--- src/rtl/cpa_pkg.sv ---
// Shared types for the contiguous placement allocator.
`default_nettype none
package cpa_pkg;

  typedef enum logic [1:0] {
    KIND_ALLOC = 2'd0,
    KIND_TICK  = 2'd1,
    KIND_CLEAR = 2'd2,
    KIND_FRAG  = 2'd3
  } kind_e;

  typedef enum logic [1:0] {
    STRAT_FIRST = 2'd0,
    STRAT_BEST  = 2'd1,
    STRAT_NEXT  = 2'd2,
    STRAT_NONE  = 2'd3
  } strat_e;

  typedef struct packed {
    logic shift;
    logic tick;
    logic clear;
  } cell_ctl_t;

endpackage
`default_nettype wire

--- src/rtl/cpa_cell.sv ---
// One unit cell of the rotating lifetime ring.
`default_nettype none
module cpa_cell #(
  parameter int LIFETIME_BITS = 8
) (
  input  wire logic                     clk_i,
  input  wire logic                     rst_ni,
  input  wire cpa_pkg::cell_ctl_t       ctl_i,
  input  wire logic [LIFETIME_BITS-1:0] d_i,
  output logic      [LIFETIME_BITS-1:0] q_o
);

  logic [LIFETIME_BITS-1:0] life_q, life_d;

  always_comb begin
    life_d = life_q;
    if (ctl_i.clear) begin
      life_d = '0;
    end else if (ctl_i.tick) begin
      if (life_q != '0) begin
        life_d = life_q - LIFETIME_BITS'(1);
      end
    end else if (ctl_i.shift) begin
      life_d = d_i;
    end
  end

  always_ff @(posedge clk_i or negedge rst_ni) begin
    if (!rst_ni) begin
      life_q <= '0;
    end else begin
      life_q <= life_d;
    end
  end

  assign q_o = life_q;

endmodule
`default_nettype wire

--- config.mk ---
export PLATFORM = sky130hd
export DESIGN_NAME = cpa_cell
export DESIGN_NICKNAME = d
export VERILOG_FILES = /design/src/rtl/cpa_pkg.sv /design/src/rtl/cpa_cell.sv
export SDC_FILE = /design/constraint.sdc
export NUM_CORES = 1
export LEC_CHECK = 0
export BUFFER_PORTS_ARGS = -buffer_cell sky130_fd_sc_hd__buf_2
export CAP_MARGIN = 20
export CORE_UTILIZATION = 45
export DETAILED_ROUTE_END_ITERATION = 10
export GPL_ROUTABILITY_DRIVEN = 0
export PLACE_DENSITY = 0.82
export SYNTH_ARGS = -nofsm -noshare
export SYNTH_HDL_FRONTEND = slang
export SYNTH_SLANG_ARGS = --single-unit
export TNS_END_PERCENT = 5
--- constraint.sdc ---
create_clock -name clk_i -period 2.01 [get_ports clk_i]
set_clock_uncertainty 0.2 [all_clocks]
set_input_delay 0.1005 -clock clk_i [delete_from_list [all_inputs] [get_ports clk_i]]
set_output_delay 0.1005 -clock clk_i [all_outputs]
set_load 0.05 [all_outputs]
# After elaboration in Yosys (flattened, before gate mapping)
# Cells that the tools add are included.
word_totals:
  reg_bits: 8
  latch_bits: 0
  ramBits: 0
  rom_bits: 0
  in_bits: 13
  out_inout_bits: 8
  n_memories: 0
classes:
  add_sub_neg: 1
  mul: 0
  div_mod_pow: 0
  n_lt_le_gt_ge: 0
  eq_ne: 1
  shifts: 0
  n_mux: 4
  bitwise_logic: 0
  reduce_logical: 3
op_table:
  columns: ["cell", "n"]
  rows:
  - ["two-way mux 8 bit", 4]
  - ["nonzero test 8 bit", 1]
  - ["subtractor 8 x 1 -> 8 bit, second input constant", 1]
  - ["inequality test 3 x 2 -> 1 bit, second input constant", 1]
  - ["nonzero test 3 bit", 1]
  - ["AND reduction 2 bit", 1]

# Logic depth before layout (Yosys ltp)
# Gate-level depths: netlist of the first run.
depth:
  word_depth: 4
  ltp_mapped: 6

# Least setup slack after synthesis of the first run
# No wires, ideal clock.
synth_path:
  path_kind: "reg2reg"
  from: "reg life_q[0] (netlist: q_o[0])"
  to: "reg life_q[2] (netlist: q_o[2])"
  setup_time_ns: 0.135
  t_arrival_ns: 1.716
  required_time_ns: 1.675
  setup_slack_ns: -0.041
  path_stages_with_launch: 7
  path_buffers: 0
  synth_period_minus_slack_ns: 2.051
  cell_sequence: "dfrtp_1 > inv_1 > ha_1 > nor4b_4 > a31o_2 > o21ai_0 > a21oi_1"
synth_between:
  elab_chain_len: 4
  word_cells_on_any_way: 7
synth_rtl:
  columns: ["item", "line_no", "text"]
  rows:
  - ["start, declared", "cpa_cell.sv:13", "logic [LIFETIME_BITS-1:0] life_q, life_d;"]
  - ["start signal, assigned", "cpa_cell.sv:32", "life_q <= life_d;"]
  - ["subtractor 8 x 1 -> 8 bit", "cpa_cell.sv:21", "life_d = life_q - LIFETIME_BITS'(1);"]
  - ["two-way mux 8 bit", "cpa_cell.sv:20", "if (life_q != '0) begin"]
  - ["two-way mux 8 bit", "cpa_cell.sv:19", "end else if (ctl_i.tick) begin"]
  - ["two-way mux 8 bit", "cpa_cell.sv:17", "if (ctl_i.clear) begin"]
# Several ways; a longest one is shown, not always the timed one. The select of a mux whose other input is x is not followed.
# A chain may end at the register's enable or synchronous reset.

# Worst setup path in the final report of the first run
layout_path:
  from: "reg life_q[0] (netlist: q_o[0])"
  to: "reg life_q[0] (netlist: q_o[0])"
# The elaborated chain is that of the path after synthesis.

==> summary.txt, run 1 <==
status: finished with violations
failing checks: hold timing
top-area cell type share of the netlist area: 32.1%
post-DP HPWL: 1060 um
layout cell share with drive strength beyond 1: 33.3%
post-synthesis cell count: 72
Die Y: 39.3 um
final setup vio count: 0
CP top delay family: compound AO/OA/AOI/OAI gates
largest cells by area after synthesis: dfrtp_1 32%, mux2i_1 4.8%, nand2_1 4.8%
RSZ-0062 raised after global routing: false
Worst-Margin Slew: 0.414 ns
CTS root buf: clkbuf_4
Port Buf Inserts: 20
Chip Width: 39.3 um
Routed Antenna Nets: 0
Clock transition at path regs: 0.07 ns
DRC Markers: 0
asr flop ratio synth: 100%
vias: 649
max-cap violations: 0
CTS Buf Count: 3
TritonRoute pass-1 iters: 4
# H-tree levels: 1
startpoint types: flop
predominant post-synthesis flop cell: dfrtp_1
Setup crit start: q_o[0]
CTS Hold Bufs: 6
worst hold path class: input pin to asynchronous set/reset pin
mapped cell area: 624 um2
Worst Path Arrival: 1.86 ns
Pins Over Slew Limit: 0
initial antenna violation count: 0
VDD IR-drop max: 0.458 mV
WS Path Type: flop to flop
Critical Path RT: 2.00 ns
final worst-path cycle share: 92.7%
synthesis-to-layout area growth: 30.9%
Final Hold Viols: 2
critical-path cell list: inv_1 -> ha_1 -> nor4b_4 -> a31oi_2 -> a31o_1 -> a21oi_2
reg2reg start: q_o[0]
Post-synth EDFFs: 0
die outline area: 1540 um2
Top Ports: 21
setup slack, reg-to-reg: 0.15 ns
PD cells: 802 nW/um2
clk buf depth: 2
Worst slew margin: 72.0%
Initial DRC Count: 9
setup TNS: 0 ns
routed length per placed instance: 14.0 um
CTS tree: yes
Ant. Diodes: 0
post-synthesis register bit count: 8
core box area: 1300 um2
Tot GR Track Use: 24.3%
fin cells: 114
NumNets Final: 115
Reg2Reg Depth: 6
sequential area share after synthesis: 32.1%
Ys Warns: 0
Synth cell types: 31
min Tclk post-route: 1.86 ns
Crit-path slowest cell: dfrtp_2
CP endpoint kind: flop
# fillers: 128
Rows: 13
vias in the first global route: 555
area leader, netlist: dfrtp_1
CTS resizes: 0
largest net degree at the start of global routing: 20
synthesized area per cell: 8.67 um2
placed cell count: 104
Vias/cell: 5.69
Pleak: 0.387 nW
Post-synth top cells: 8 x dfrtp_1, 8 x nand2_1, 8 x nor2_1
Synthesized Nets: 87
worst hold slack: -0.000657 ns
register area: 201 um2
Largest register FFs: 8
Routed WL: 1600 um
total grt overflow: 0
Achievable Freq: 0.537 GHz
Starting Density: 48.0%
Buf/Inv on CP: 1
first-pass GRT wire length: 2430 um
CP max FO: 6
post-CTS setup buffer count: 0
Worst path max stage delay: 0.44 ns
clock sink total: 8
Multi-input gate area: 395 um2
worst skew pair latency: 0.27 ns
Critical R2R Capture: q_o[0]
-- how the worst max path moves through the flow --
stage	end	slack, ns	cells past startpoint
floorplan	q_o[2]	0.03	6
global placement	q_o[0]	0.25	6
detailed placement	q_o[0]	0.17	6
CTS	q_o[0]	0.16	6
global route	q_o[0]	0.02	6
finish	q_o[0]	0.15	6
-- kinds of logic after synthesis --
kind of cell | after synthesis | share of synthesized area, %
DFF | 8 | 32.1
and+or+nand+nor | 29 | 27.3
adders and majority gates | 2 | 4.01
AOI/OAI and AO/OA | 21 | 23.6
muxes | 5 | 8.42
buffers and inverters | 7 | 4.61
-- power by group --
group / total [mW] / leakage (nW) / internal (mW) / switching [mW]
Sequential: 0.217 / 0.104 / 0.180 / 0.0363
Combinational: 0.287 / 0.268 / 0.113 / 0.174
Clock: 0.151 / 0.0150 / 0.0769 / 0.0744
-- cells in the final DEF (no fill, tap or decap), types with 4 or more instances in the layout --
cell type      count
a21oi_1            5
buf_2             20
dfrtp_1            7
dlygate4sd3_1      6
inv_1              4
nand2_1            8
nor2_1             8
o21ai_0            4
-- per-layer routing --
layer / GRT usage [%] / wire length (um)
met5: 0 / 0
met2: 40.0 / 796
met3: 5.11 / 69
met1: 29.6 / 694
met4: 12.1 / 35
-- through the flow --
stage | utilization (%) | hold WS, ns | power, mW | setup WS [ns] | instance area (um2)
after global placement | 56.2 | -0.241 | 0.488 | 0.253 | 731
final | 62.8 | -0.000657 | 0.655 | 0.147 | 817
after global routing | 62.8 | 0.0230 | 0.695 | 0.0161 | 817
after CTS | 62.8 | 0.00879 | 0.645 | 0.156 | 817
after floorplan | - | -0.395 | 0.431 | 0.0333 | 626
after detailed placement | 56.2 | -0.242 | 0.496 | 0.170 | 731
-- cell type report --
type	instances	share of cell area, %
Multi-Input combinational cell	57	48.4
Tap cell	15	2.30
Inverter	4	1.84
Timing Repair Buffer	26	19.6
Clock buffer	4	3.22
Sequential cell	8	24.7
No activity file was read; power rests on OpenSTA's default activity.
==> run 2, diff against run 1 <==
ABC_AREA = 1   (was not set)
PLACE_DENSITY = 0.81   (was 0.82)
==> summary.txt, run 2 <==
Routed WL: 1590 um (was 1600 um)
Critical Path RT: 1.96 ns (was 2.00 ns)
worst skew pair latency: 0.26 ns (was 0.27 ns)
Worst Path Arrival: 1.53 ns (was 1.86 ns)
simple-gate share of the synthesized area: 44.0% (was 27.3%)
overall power: 667 uW (was 655 uW)
min Tclk post-route: 1.58 ns (was 1.86 ns)
Synth Area in Adders: 3.82% (was 4.01%)
pre-CTS WS: 0.438 ns (was 0.170 ns)
Die Y: 40.1 um (was 39.3 um)
CTS root buf: clkbuf_4 (unchanged)
Tot GR Track Use: 23.2% (was 24.3%)
CTS resizes: 0 (unchanged)
Final Hold Viols: 0 (was 2)
Rows: 13 (unchanged)
Pins Over Slew Limit: 0 (unchanged)
WS Path Type: flop to flop (unchanged)
post-synthesis register bit count: 8 (unchanged)
predominant post-synthesis flop cell: dfrtp_1 (unchanged)
# fillers: 125 (was 128)
core box area: 1330 um2 (was 1300 um2)
RSZ-0062 raised after global routing: false (unchanged)
Post-synth top cells: 33 x nand2_1, 9 x nand3_1, 8 x dfrtp_1 (was 8 x dfrtp_1, 8 x nand2_1, 8 x nor2_1)
# H-tree levels: 1 (unchanged)
Final WS setup: 0.434 ns (was 0.147 ns)
routed length per placed instance: 11.5 um (was 14.0 um)
Pleak: 0.477 nW (was 0.387 nW)
Worst path max stage delay: 0.42 ns (was 0.44 ns)
Achievable Freq: 0.634 GHz (was 0.537 GHz)
post-synthesis cell count: 93 (was 72)
layout cell share with drive strength beyond 1: 35.5% (was 33.3%)
CP max FO: 5 (was 6)
Chip Width: 40.1 um (was 39.3 um)
final worst-path cycle share: 78.4% (was 92.7%)
xor/xnor cell area share of the yosys netlist: 1.34% (was 0%)
top-area cell type share of the netlist area: 30.6% (was 32.1%)
Synthesized Nets: 108 (was 87)
Crit path top cell by count: nand2_1
Worst slew margin: 82.9% (was 72.0%)
PD cells: 757 nW/um2 (was 802 nW/um2)
area leader, netlist: dfrtp_1 (unchanged)
most common cell in the netlist: nand2_1
final setup vio count: 0 (unchanged)
critical-path cell list: inv_1 -> ha_1 -> nand2_1 -> nor2_2 -> nand3_4 -> nand3_4 -> inv_4 -> nand2_1 -> nand2_1 (was inv_1 -> ha_1 -> nor4b_4 -> a31oi_2 -> a31o_1 -> a21oi_2)
post-DP HPWL: 1200 um (was 1060 um)
mapped cell area: 654 um2 (was 624 um2)
main combinational cell family by area after synthesis: simple AND/OR/NAND/NOR gates (unchanged)
vias: 707 (was 649)
Worst-Margin Slew: 0.256 ns (was 0.414 ns)
status: completed (was finished with violations)
clock sink total: 8 (unchanged)
CP endpoint kind: flop (unchanged)
synthesis-to-layout area growth: 34.6% (was 30.9%)
setup TNS: 0 ns (unchanged)
mux cell area share after synthesis: 1.53% (was 8.42%)
Crit-path slowest cell: dfrtp_1 (was dfrtp_2)
Vias/cell: 5.09 (was 5.69)
register area: 200 um2 (was 201 um2)
max-cap violations: 0 (unchanged)
worst hold path class: input pin to flop (was input pin to asynchronous set/reset pin)
total grt overflow: 0 (unchanged)
first-pass GRT wire length: 2530 um (was 2430 um)
Top Ports: 21 (unchanged)
sequential area share after synthesis: 30.6% (was 32.1%)
clk buf depth: 2 (unchanged)
NumNets Final: 141 (was 115)
CTS Buf Count: 3 (unchanged)
synthesized area per cell: 7.04 um2 (was 8.67 um2)
post-CTS setup buffer count: 0 (unchanged)
Synth Area in Compound Gates: 10.7% (was 23.6%)
Ys Warns: 0 (unchanged)
Post-synth EDFFs: 0 (unchanged)
VDD IR-drop max: 0.378 mV (was 0.458 mV)
CP top delay family: simple AND/OR/NAND/NOR gates (was compound AO/OA/AOI/OAI gates)
Starting Density: 49.1% (was 48.0%)
Multi-input gate area: 402 um2 (was 395 um2)
Ant. Diodes: 0 (unchanged)
largest cells by area after synthesis: dfrtp_1 31%, nand2_1 19%, nand3_1 6.9% (was dfrtp_1 32%, mux2i_1 4.8%, nand2_1 4.8%)
most common cell after layout, fill and taps aside: nand2_1 (was buf_2)
vias in the first global route: 617 (was 555)
largest net degree at the start of global routing: 12 (was 20)
Port Buf Inserts: 20 (unchanged)
most frequent cells in the layout: 33 x nand2_1, 20 x buf_2, 9 x nand3_1, 9 x dlygate4sd3_1, 8 x dfrtp_1 (was 20 x buf_2, 8 x nor2_1, 8 x nand2_1, 7 x dfrtp_1, 6 x dlygate4sd3_1)
die outline area: 1610 um2 (was 1540 um2)
Buf/Inv on CP: 2 (was 1)
Clock transition at path regs: 0.06 ns (was 0.07 ns)
asr flop ratio synth: 100% (unchanged)
DRC Markers: 0 (unchanged)
initial antenna violation count: 0 (unchanged)
startpoint types: flop (unchanged)
Synth cell types: 21 (was 31)
Routed Antenna Nets: 0 (unchanged)
CTS tree: yes (unchanged)
CTS Hold Bufs: 9 (was 6)
Largest register FFs: 8 (unchanged)
TritonRoute pass-1 iters: 5 (was 4)
Initial DRC Count: 20 (was 9)
[run 2: logic make-up after synthesis]
family | after synthesis
adders and majority gates | 2
buffers and inverters | 13
muxes | 1
xor gates and xnor gates | 1
and+or+nand+nor | 57
AOI/OAI and AO/OA | 11
DFF | 8
[run 2: routing by layer]
layer / part of all wire (%) / GRT usage (%)
met3: 4.3 / 1.67
met1: 48 / 31.6
met5: 0 / 0
met4: 0 / 6.90
met2: 48 / 38.7
[run 2: metrics by stage]
stage	cell area [um2]	std cells	hold slack [ns]	utilization, %
5_1_grt	881	139	0.0289	66.0
4_1_cts	881	139	0.0116	66.0
2_1_floorplan	654	93	-0.395	-
3_5_place_dp	768	127	-0.239	57.6
6_report	881	139	0.0178	66.0
3_3_place_gp	768	127	-0.248	57.6
[run 2: path summary, 6_finish.rpt]
kind,to,slack [ns],from,cells past startpoint
worst min-delay path,q_o[2],0.02,ctl_i[0],4
min in group asynchronous,q_o[5],0.03,rst_ni,2
worst max register to register,q_o[7],0.43,q_o[0],9
max in group asynchronous,q_o[0],1.40,rst_ni,2
worst max-delay path,q_o[7],0.43,q_o[0],9
worst min register to register,q_o[1],0.35,q_o[1],2
[run 2: worst min-delay path: stages]
cell	delay [ns]
buf_2	0.10
inv_2	0.05
nand3_4	0.12
o21ai_2	0.06
[run 2: power breakdown]
group	internal, mW	switching, mW	total [mW]
sequential	0.182	0.0353	0.218
clock	0.0689	0.0625	0.131
combinational	0.105	0.213	0.318
total	0.356	0.311	0.667
[run 2: cell type report]
cell class / instances / area share (%)
clock buffers: 3 / 2.56
repair buffers: 29 / 21.6
flip-flops and latches: 8 / 22.7
inverters: 12 / 5.40
multi-input cells: 72 / 45.6
well taps: 15 / 2.13
==> run 3, diff against run 2 <==
ABC_AREA = 0   (was 1)
PLACE_DENSITY = 0.82   (was 0.81)
clock period = 1.5 ns   (was 2.01 ns; I/O delays follow)
==> summary.txt, run 3 (same netlist as run 1, synthesis figures left out) <==
post-DP HPWL: 1310 um (was 1200 um)
Final WS setup: -0.179 ns (was 0.434 ns)
Hold Crit Endpoint: q_o[5] (was q_o[2])
Largest register FFs: 8 (unchanged)
Ant. Diodes: 0 (unchanged)
CP endpoint kind: flop (unchanged)
initial antenna violation count: 0 (unchanged)
Starting Density: 48.0% (was 49.1%)
Worst Path Arrival: 1.67 ns (was 1.53 ns)
NumNets Final: 132 (was 141)
vias in the first global route: 715 (was 617)
Rows: 13 (unchanged)
largest net degree at the start of global routing: 20 (was 12)
Worst slew margin: 73.5% (was 82.9%)
Chip Width: 39.3 um (was 40.1 um)
Port Buf Inserts: 20 (unchanged)
Tot GR Track Use: 28.2% (was 23.2%)
Critical Path RT: 1.49 ns (was 1.96 ns)
vias: 732 (was 707)
Routed Antenna Nets: 0 (unchanged)
status: finished with violations (was completed)
# H-tree levels: 1 (unchanged)
Initial DRC Count: 15 (was 20)
startpoint types: flop (unchanged)
worst hold path class: input pin to flop (unchanged)
Achievable Freq: 0.596 GHz (was 0.634 GHz)
PD cells: 1010 nW/um2 (was 757 nW/um2)
setup slack, reg-to-reg: -0.18 ns (was 0.43 ns)
Min-Delay Path Depth: 3 (was 4)
clk buf depth: 2 (unchanged)
CP max FO: 3 (was 5)
core box area: 1300 um2 (was 1330 um2)
failing checks: setup timing
RSZ-0062 raised after global routing: true (was false)
Clock transition at path regs: 0.07 ns (was 0.06 ns)
total grt overflow: 0 (unchanged)
most frequent cells in the layout: 20 x buf_2, 13 x buf_4, 9 x dlygate4sd3_1, 8 x nor2_1 (was 33 x nand2_1, 20 x buf_2, 9 x nand3_1, 9 x dlygate4sd3_1, 8 x dfrtp_1)
Top Ports: 21 (unchanged)
CTS root buf: clkbuf_4 (unchanged)
Final Hold Viols: 0 (unchanged)
reg2reg start: q_o[0] (unchanged)
placed cell count: 117 (was 127)
TritonRoute pass-1 iters: 4 (was 5)
clock sink total: 8 (unchanged)
most common cell after layout, fill and taps aside: buf_2 (was nand2_1)
max-cap violations: 0 (unchanged)
Die Y: 39.3 um (was 40.1 um)
Critical R2R Capture: q_o[2] (was q_o[7])
fin cells: 131 (was 139)
WS Path Type: flop to flop (unchanged)
Setup crit start: q_o[0] (unchanged)
DRC Markers: 0 (unchanged)
Pleak: 0.475 nW (was 0.477 nW)
final setup vio count: 8 (was 0)
CTS tree: yes (unchanged)
routed length per placed instance: 14.7 um (was 11.5 um)
min Tclk post-route: 1.68 ns (was 1.58 ns)
worst skew pair latency: 0.27 ns (was 0.26 ns)
Reg2Reg Depth: 7 (was 9)
Routed WL: 1920 um (was 1590 um)
first-pass GRT wire length: 2840 um (was 2530 um)
CTS Buf Count: 3 (unchanged)
synthesis-to-layout area growth: 60.9% (was 34.6%)
setup TNS: -0.906 ns (was 0 ns)
Worst-Margin Slew: 0.397 ns (was 0.256 ns)
Vias/cell: 5.59 (was 5.09)
hold_sp: d_i[5] (was ctl_i[0])
final worst-path cycle share: 112% (was 78.4%)
VDD IR-drop max: 0.620 mV (was 0.378 mV)
die outline area: 1540 um2 (was 1610 um2)
layout cell share with drive strength beyond 1: 49.1% (was 35.5%)
Pins Over Slew Limit: 0 (unchanged)
-- run 3: cell types whose count changed in the layout (fill, tap and decap cells not counted), moves of 3 or more --
cell     change
nand2_1     -27
buf_4       +13
nand3_1      -7
inv_2        -5
a21oi_2      +3
inv_1        -3
nor2_1       +3
nor2_2       -3
o21ai_0      -3
o21ai_2      -3
-- run 3: layer usage --
layer | up-vias | share of wire (%) | GRT usage [%]
met5 | - | 0 | 0
met4 | 0 | 3.3 | 19.0
met3 | 9 | 3.5 | 4.55
met2 | 28 | 51 | 52.5
met1 | 348 | 43 | 28.2
li1 | 347 | - | -
-- run 3: worst max path at each step --
stage,endpoint,cells after the start
global route,q_o[2],7
floorplan,q_o[0],6
global placement,q_o[0],6
finish,q_o[2],7
CTS,q_o[3],7
detailed placement,q_o[0],6
-- run 3: area by class of cell --
cell class	count	area [um2]
well taps	15	18.8
flip-flops and latches	8	203
inverters	4	17.5
multi-input cells	57	440
repair buffers	43	299
clock buffers	4	26.3
fillers	90	297
-- run 3: power by group --
part           leakage (nW)  switching, mW  total, mW  internal [mW]
logic                 0.357          0.308      0.554          0.247
registers             0.103         0.0288      0.272          0.243
clock network        0.0150         0.0893      0.192          0.103
-- run 3: worst max-delay path: stages (launching register included) --
cell and delay (ns):
dfrtp_2 0.43, inv_4 0.08, ha_1 0.20, nand2_1 0.11, buf_4 0.16, o22ai_1 0.18
nand2_2 0.10, a21oi_2 0.14
-- run 3: through the flow --
stage	setup slack (ns)	total power, mW	cell area (um2)	utilization (%)	hold slack, ns
5_1_grt	-0.292	1.07	1000	77.2	0.0331
3_3_place_gp	-0.108	0.738	842	64.7	-0.269
6_report	-0.179	1.02	1000	77.2	0.00784
2_1_floorplan	-0.272	0.587	639	-	-0.421
3_5_place_dp	-0.181	0.757	842	64.7	-0.267
4_1_cts	-0.146	0.981	973	74.8	0.00892
-- run 3: repair_timing --
item	CTS	global route
resized for setup	1	10
hold endpoints to repair	16	0
buffers inserted	1	0
endpoints found under the setup margin	7	8
gates cloned	0	0
hold buffers	9	0
pin swaps	5	7
